<file path="src/hw/rtl/vtp_pkg.sv">
package vtp_pkg;

	typedef enum logic {
		OP_TICK  = 1'b0,
		OP_WRITE = 1'b1
	} op_t;

	typedef enum logic [2:0] {
		CFG_MANUAL_MODE     = 3'd0,
		CFG_MANUAL_TARGET   = 3'd1,
		CFG_ADVANCED_STYLE  = 3'd2,
		CFG_OPEN_THRESHOLD  = 3'd3,
		CFG_CLOSE_THRESHOLD = 3'd4,
		CFG_SEAL_THRESHOLD  = 3'd5,
		CFG_RULE_COUNT      = 3'd6
	} cfg_idx_t;

	localparam int CFG_INDEX_W = 3;
	localparam int CFG_DATA_W  = 15;

	typedef struct packed {
		op_t                operation;
		logic               status_reliable;
		logic               printer_error;
		logic               print_active;
		logic               chamber_heat_on;
		logic signed [15:0] bed_reading;
		logic [14:0]        bed_setpoint;
		logic [63:0]        material_bytes;
		logic [3:0]         rule_slot;
		logic [63:0]        rule_name;
		logic               rule_seals;
	} item_t;

	typedef struct packed {
		logic vent_target;
		logic target_changed;
	} result_t;

	typedef struct packed {
		logic        manual_mode;
		logic        manual_target;
		logic        advanced_style;
		logic [14:0] open_threshold;
		logic [14:0] close_threshold;
		logic [13:0] seal_threshold;
		logic [4:0]  rule_count;
	} cfg_t;

	localparam cfg_t CFG_RESET = '{
		manual_mode:     1'b0,
		manual_target:   1'b0,
		advanced_style:  1'b0,
		open_threshold:  15'd4500,
		close_threshold: 15'd3500,
		seal_threshold:  14'd8500,
		rule_count:      5'd9
	};

	typedef struct packed {
		logic        en;
		logic [3:0]  slot;
		logic [63:0] name;
		logic        seals;
	} rule_wr_t;

	typedef struct packed {
		logic hit;
		logic seals;
	} rule_pref_t;

	// default rules, first character in the lowest byte
	localparam int DEF_RULES = 9;
	localparam logic [DEF_RULES-1:0][63:0] DEF_RULE_NAME = '{
		64'h0000_0000_5350_4948, // HIPS
		64'h0000_0000_0000_4150, // PA
		64'h0000_0000_0000_4350, // PC
		64'h0000_0000_0041_5341, // ASA
		64'h0000_0000_0053_4241, // ABS
		64'h0000_0000_0055_5054, // TPU
		64'h0000_0000_0054_4550, // PET
		64'h0000_0000_4754_4550, // PETG
		64'h0000_0000_0041_4C50  // PLA
	};
	localparam logic [DEF_RULES-1:0] DEF_RULE_SEALS = 9'b1_1111_0000;

	// upper-case a-z, everything from the first zero byte on reads as zero
	function automatic logic [63:0] upcase_name(input logic [63:0] raw);
		logic [63:0] res;
		logic        live;
		logic [7:0]  b;
		res  = '0;
		live = 1'b1;
		for (int i = 0; i < 8; i++) begin
			b = raw[8*i +: 8];
			if (b == 8'h00) begin
				live = 1'b0;
			end
			if (b >= 8'h61 && b <= 8'h7A) begin
				b = b - 8'h20;
			end
			if (live) begin
				res[8*i +: 8] = b;
			end
		end
		return res;
	endfunction

endpackage

</file>
<file path="src/hw/rtl/vtp_rule_table.sv">
module vtp_rule_table
	import vtp_pkg::*;
#(
	parameter int RULE_SLOTS = 16,
	parameter int NAME_BYTES = 8
) (
	input  logic       clk,
	input  logic       arst_n,
	input  rule_wr_t   wr,
	input  logic [63:0] material,
	input  logic [4:0] rule_count,
	output rule_pref_t pref
);

	localparam int NAME_W = NAME_BYTES * 8;
	localparam int IDX_W  = 7;

	logic [RULE_SLOTS-1:0][NAME_W-1:0] name_q;
	logic [RULE_SLOTS-1:0]             seals_q;
	logic [RULE_SLOTS-1:0]             hit;
	logic [63:0]                       wr_up;
	logic [63:0]                       mat_up;

	assign wr_up  = upcase_name(wr.name);
	assign mat_up = upcase_name(material);

	for (genvar i = 0; i < RULE_SLOTS; i++) begin : g_entry
		localparam logic [NAME_W-1:0] RST_NAME =
			(i < DEF_RULES) ? DEF_RULE_NAME[i % DEF_RULES][NAME_W-1:0] : '0;
		localparam logic RST_SEALS =
			(i < DEF_RULES) ? DEF_RULE_SEALS[i % DEF_RULES] : 1'b0;

		logic [NAME_BYTES-1:0] byte_bad;

		always_ff @(posedge clk or negedge arst_n) begin
			if (!arst_n) begin
				name_q[i]  <= RST_NAME;
				seals_q[i] <= RST_SEALS;
			end else if (wr.en && {3'b000, wr.slot} == IDX_W'(i)) begin
				name_q[i]  <= wr_up[NAME_W-1:0];
				seals_q[i] <= wr.seals;
			end
		end

		// stored names are zero past their end, so a prefix test is a per-byte test
		always_comb begin
			for (int k = 0; k < NAME_BYTES; k++) begin
				byte_bad[k] = (name_q[i][8*k +: 8] != 8'h00) &&
					(name_q[i][8*k +: 8] != mat_up[8*k +: 8]);
			end
		end

		assign hit[i] = (IDX_W'(i) < {2'b00, rule_count}) &&
			(name_q[i][7:0] != 8'h00) && (byte_bad == '0);
	end

	// first matching slot wins
	always_comb begin
		pref = '0;
		for (int i = RULE_SLOTS - 1; i >= 0; i--) begin
			if (hit[i]) begin
				pref.hit   = 1'b1;
				pref.seals = seals_q[i];
			end
		end
	end

endmodule

</file>
<file path="src/hw/rtl/vtp_decide.sv">
module vtp_decide
	import vtp_pkg::*;
(
	input  cfg_t       cfg,
	input  item_t      item,
	input  logic       cur_target,
	input  rule_pref_t pref,
	output logic       want
);

	logic has_target;
	logic bed_rule;
	logic above_open;
	logic below_close;

	assign has_target  = item.bed_setpoint != 15'd0;
	assign bed_rule    = !(item.bed_setpoint >= {1'b0, cfg.seal_threshold});
	assign above_open  = item.bed_reading > $signed({1'b0, cfg.open_threshold});
	assign below_close = item.bed_reading < $signed({1'b0, cfg.close_threshold});

	always_comb begin
		if (cfg.manual_mode) begin
			want = cfg.manual_target;
		end else if (!item.status_reliable || item.printer_error) begin
			want = cur_target;
		end else if (item.chamber_heat_on) begin
			want = 1'b0;
		end else if (has_target && !cfg.advanced_style) begin
			want = bed_rule;
		end else if (item.print_active) begin
			if (cfg.advanced_style && pref.hit) begin
				want = !pref.seals;
			end else if (has_target) begin
				want = bed_rule;
			end else begin
				want = cur_target;
			end
		end else if (above_open) begin
			want = 1'b1;
		end else if (below_close) begin
			want = 1'b0;
		end else begin
			want = cur_target;
		end
	end

endmodule

</file>
<file path="src/hw/rtl/vent_target_policy_top.sv">
// Enclosure vent target policy. Each beat on the item channel is either a status tick
// or a material rule write. A tick is taken into an input register, decided
// combinationally against the configuration, the rule table and the current target,
// and its result is written to the output register; one item can be taken every cycle
// unless a tick waits on a stalled result, and the output register lets a new item in
// while an older result waits. A rule write upper-cases the name, updates the table in
// the cycle after acceptance, and gives no result; ticks behind it see the new rule.
// Configuration writes are registered and must only be made while the block is idle.
module vent_target_policy_top
	import vtp_pkg::*;
#(
	parameter int RULE_SLOTS = 16,
	parameter int NAME_BYTES = 8
) (
	input  logic                   clk,
	input  logic                   arst_n,
	input  logic                   cfg_we,
	input  logic [CFG_INDEX_W-1:0] cfg_index,
	input  logic [CFG_DATA_W-1:0]  cfg_data,
	input  logic                   item_valid,
	output logic                   item_ready,
	input  item_t                  item,
	output logic                   result_valid,
	input  logic                   result_ready,
	output result_t                result
);

	cfg_t       cfg_q;
	item_t      item_s1;
	logic       valid_s1;
	logic       s1_tick;
	logic       s1_go;
	logic       cur_target_q;
	logic       want;
	rule_pref_t pref;
	rule_wr_t   rule_wr;
	result_t    result_q;
	logic       result_valid_q;

	always_ff @(posedge clk or negedge arst_n) begin
		if (!arst_n) begin
			cfg_q <= CFG_RESET;
		end else if (cfg_we) begin
			case (cfg_index)
				CFG_MANUAL_MODE:     cfg_q.manual_mode     <= cfg_data[0];
				CFG_MANUAL_TARGET:   cfg_q.manual_target   <= cfg_data[0];
				CFG_ADVANCED_STYLE:  cfg_q.advanced_style  <= cfg_data[0];
				CFG_OPEN_THRESHOLD:  cfg_q.open_threshold  <= cfg_data;
				CFG_CLOSE_THRESHOLD: cfg_q.close_threshold <= cfg_data;
				CFG_SEAL_THRESHOLD:  cfg_q.seal_threshold  <= cfg_data[13:0];
				CFG_RULE_COUNT:      cfg_q.rule_count      <= cfg_data[4:0];
				default: begin
				end
			endcase
		end
	end

	// rule writes never wait on the result side
	assign s1_tick    = valid_s1 && (item_s1.operation == OP_TICK);
	assign s1_go      = valid_s1 && (!s1_tick || !result_valid_q || result_ready);
	assign item_ready = !valid_s1 || s1_go;

	always_ff @(posedge clk or negedge arst_n) begin
		if (!arst_n) begin
			valid_s1 <= 1'b0;
		end else if (item_ready) begin
			valid_s1 <= item_valid;
		end
	end

	always_ff @(posedge clk) begin
		if (item_ready && item_valid) begin
			item_s1 <= item;
		end
	end

	assign rule_wr.en    = s1_go && (item_s1.operation == OP_WRITE);
	assign rule_wr.slot  = item_s1.rule_slot;
	assign rule_wr.name  = item_s1.rule_name;
	assign rule_wr.seals = item_s1.rule_seals;

	vtp_rule_table #(
		.RULE_SLOTS(RULE_SLOTS),
		.NAME_BYTES(NAME_BYTES)
	) u_rules (
		.clk       (clk),
		.arst_n    (arst_n),
		.wr        (rule_wr),
		.material  (item_s1.material_bytes),
		.rule_count(cfg_q.rule_count),
		.pref      (pref)
	);

	vtp_decide u_decide (
		.cfg       (cfg_q),
		.item      (item_s1),
		.cur_target(cur_target_q),
		.pref      (pref),
		.want      (want)
	);

	always_ff @(posedge clk or negedge arst_n) begin
		if (!arst_n) begin
			cur_target_q   <= 1'b0;
			result_valid_q <= 1'b0;
		end else if (s1_go && s1_tick) begin
			cur_target_q   <= want;
			result_valid_q <= 1'b1;
		end else if (result_ready) begin
			result_valid_q <= 1'b0;
		end
	end

	always_ff @(posedge clk) begin
		if (s1_go && s1_tick) begin
			result_q.vent_target    <= want;
			result_q.target_changed <= want != cur_target_q;
		end
	end

	assign result_valid = result_valid_q;
	assign result       = result_q;

endmodule

</file>
<file path="config.mk">
export PLATFORM = sky130hd
export DESIGN_NAME = vent_target_policy_top
export DESIGN_NICKNAME = d
export VERILOG_FILES = /design/src/hw/rtl/vtp_pkg.sv /design/src/hw/rtl/vtp_rule_table.sv /design/src/hw/rtl/vtp_decide.sv /design/src/hw/rtl/vent_target_policy_top.sv
export SDC_FILE = /design/constraint.sdc
export NUM_CORES = 2
export LEC_CHECK = 0
export ABC_AREA = 0
export BUFFER_PORTS_ARGS = -buffer_cell sky130_fd_sc_hd__buf_2
export CAP_MARGIN = 10
export CORE_UTILIZATION = 40
export CTS_CLUSTER_SIZE = 14
export DETAILED_ROUTE_END_ITERATION = 16
export GPL_TIMING_DRIVEN = 1
export PLACE_DENSITY_LB_ADDON = 0.25
export SLEW_MARGIN = 20
export SYNTH_ARGS = -nofsm -noshare
export SYNTH_HDL_FRONTEND = slang
export SYNTH_SLANG_ARGS = --single-unit
</file>
<file path="constraint.sdc">
create_clock -name clk -period 22.7 [get_ports clk]
set_input_delay 2.27 -clock clk [delete_from_list [all_inputs] [get_ports clk]]
set_output_delay 2.27 -clock clk [all_outputs]
set_load 0.01 [all_outputs]
</file>
==> impl_metrics.csv <==
group,metric,value,unit
run_status,status,"complete, no violations",
die,io_pins,196,
global_routing,grt_usage,27.7,%
clocking,postCtsSetupBuffers,0,
timing,setup_violations,0,
die,die_y,416,um
synth,async_flop_share,86.5,%
finish,fin_nets,7729,
worst_hold_path,hold_path.class,"reg2reg",
timing,slew-limit-headroom,19.0,%
pwr,ir_worst_vdd,86.8,uV
synth,synth_compound_area_share,18.0,%
place,hpwl,166000,um
timing,skew,0.0354,ns
finish,multi_input_area,33600,sq um
timing,fmax,0.133,GHz
synth,synth_top_family_by_area,"simple AND/OR/NAND/NOR gates",
detailed_routing,drt_pass1_iterations,7,
synth,ys_types,99,
timing,whs,0.500,ns
detailed_routing,via_count,59000,
pwr,p_leak,31.3,nW
die,rows,151,
place,portBuffers,195,
timing,fin_crit_sh,33.2,%
detailed_routing,post_drt_wl_per_cell,24.8,um
critical_path,worstSetupStartpointType,"register",
critical_path,cp-end-kind,"register",
timing,worst_slew_pin_slew,1.20,ns
pwr,power_density,96.5,nW/um^2
timing,period_minus_slack,7.54,ns
synth,synth_warnings,0,
clocking,cts_hold_buf,0,
die,design.core.area,170000,sq um
detailed_routing,drc,0,
critical_path,path_class,"reg2reg",
synth,synth.avg_cell_area,9.11,sq um
finish,regArea,32700,sq um
critical_path,crit_fanout,87,
synth,synthSimpleGateAreaFrac,19.1,%
finish,final_cells,9826,
detailed_routing,ant_nets,0,
global_routing,grt_overflow_total,0,
finish,final_common_cell,"nand2_1",
clocking,numCtsBuffers,147,
place,placed_cells,9545,
global_routing,grt_pass1_vias,55600,
synth,ys.flop_type,"dfrtp_1",
die,die_x,416,um
place,gp_congestion,0.956,
clocking,clk_pin_slew,0.06,ns
global_routing,grt_pass1_wl,363000,um
synth,ys_seq_area_share,47.6,%
clocking,cts_tree,"yes",
finish,fill_cells,16100,
synth,syn-instance-count,7526,
clocking,cts.sinks,1266,
synth,synth_edf_count,171,
finish,syn2layout_area_growth,11.7,%
timing,final.setup.tns,0,ns
timing,final_max_slew_viol_count,0,
timing,finalHoldViolCount,0,
clocking,htree_levels,4,
synth,syn-num-nets,7777,
timing,rsz0062_at_grt,"no",
synth,synth-seq-cells,1266,
critical_path,worstPathArrival,8.09,ns
finish,postLayoutCoreUtil,45.1,%
pwr,finalPower,7.39,mW
die,start_util,40.4,%
synth,synth_fa_ha_area_share,1.08,%
finish,final_cell_mix,"nand2_1, o21ai_0, dfrtp_1",
detailed_routing,viasPerCell,6.00,
clocking,clk_latency,0.83,ns
detailed_routing,initialDrtViolationCount,5944,
global_routing,grt_max_degree,156,
die,dieArea,173000,sq um
clocking,clockRootBuffer,"clkbuf_16",
global_routing,antenna_found_initial,15,
clocking,cts_resized,0,
synth,netlist_area,68600,sq um
finish,drive_gt1_share,11.6,%
clocking,clock_path_buffers,3,
detailed_routing,routed_wl,244000,um
synth,synth.area.mux_share,2.55,%
critical_path,worstPathRequired,23.25,ns
job,max_cap_viol_count,0,
synth,synth_xor_area_share,7.88,%
[critical path, stage by stage, from the launching register on]
cell,delay [ns]
edfxtp_1,0.36
buf_4,0.28
or4_4,0.58
or4_1,0.52
buf_4,0.24
nand4_4,0.27
buf_4,0.63
buf_4,0.60
buf_4,0.76
nor3_2,0.09
buf_4,0.24
xor2_1,0.15
or4_1,0.48
a2111oi_0,0.53
nand4_1,0.23
or4b_1,0.25
a31oi_1,0.10
a221oi_2,0.30
o2111ai_2,0.21
a21oi_2,0.23
xor2_1,0.09
[synth_stat cells, drive strengths merged (125+ instances only)]
master     n  share of area (%)
nand2   1285                7.0
o21ai   1215                8.9
dfrtp    999                 36
xnor2    438                5.6
clkbuf   419                2.3
nor2     340                1.9
nor4     231                2.1
nand3    219                1.6
xor2     179                2.3
edfxtp   171                7.5
a21oi    156                1.1
nor3     142                1.0
mux2     141                2.3
a31oi    136                1.2
inv      125               0.68
[report_power, final]
part	total (mW)	internal (mW)	switching, mW
sequential	3.30	2.77	0.528
clock	2.50	1.48	1.02
combinational	1.59	0.671	0.918
total	7.39	4.92	2.47
[area by class of cell]
class	instances	share of cell area, %
repair buffers	326	2.66
inverters	127	0.622
flip-flops and latches	1266	42.6
well taps	2218	3.62
diodes	5	0.0163
clock inverters	59	0.987
clock buffers	215	5.60
multi-input cells	5610	43.9
[flip-flops by register name, summed over array words and instances, names as in the netlist]
| name | cells |
|---|---|
| cfg_q | 52 |
| u_rules.seals_q | 16 |
| result | 2 |
| valid_s1 | 1 |
| item_s1 | 169 |
| u_rules.name_q | 1024 |
| result_valid | 1 |
| cur_target_q | 1 |
[metrics by stage]
stage | setup WS (ns) | instance area (sq um)
detailed placement | 15.36 | 71500
floorplan | 12.08 | 68600
finish | 15.16 | 76600
CTS | 15.35 | 76500
global route | 14.97 | 76600
global placement | 15.38 | 71500
[kinds of logic (layout without fill, tap and decap cells)]
| kind of cell | after synthesis | count (layout) |
|---|---|---|
| other | 0 | 5 |
| adders and majority gates | 59 | 59 |
| xor gates and xnor gates | 617 | 617 |
| buffers and inverters | 650 | 727 |
| and+or+nand+nor | 2721 | 2721 |
| DFF | 1266 | 1266 |
| AOI/OAI and AO/OA | 2056 | 2056 |
| muxes | 157 | 157 |
[final timing paths]
| kind | startpoint | end | slack (ns) | depth (start not counted) |
|---|---|---|---|---|
| setup reg to reg | item_s1[77] | result[0] | 15.16 | 20 |
| min in group asynchronous | arst_n | u_rules.name_q[155] | 1.52 | 1 |
| hold / removal | u_rules.name_q[198] | u_rules.name_q[198] | 0.50 | 2 |
| max in group asynchronous | arst_n | u_rules.name_q[717] | 17.21 | 5 |
| setup / recovery | item_s1[77] | result[0] | 15.16 | 20 |
| hold reg to reg | u_rules.name_q[198] | u_rules.name_q[198] | 0.50 | 2 |
[layer usage]
layer	track usage [%]	wire length [um]
met5	0	159
met4	12.8	11500
met3	5.73	18500
met2	43.3	110000
met1	36.9	103000
No activity file was read; power rests on OpenSTA's default activity.
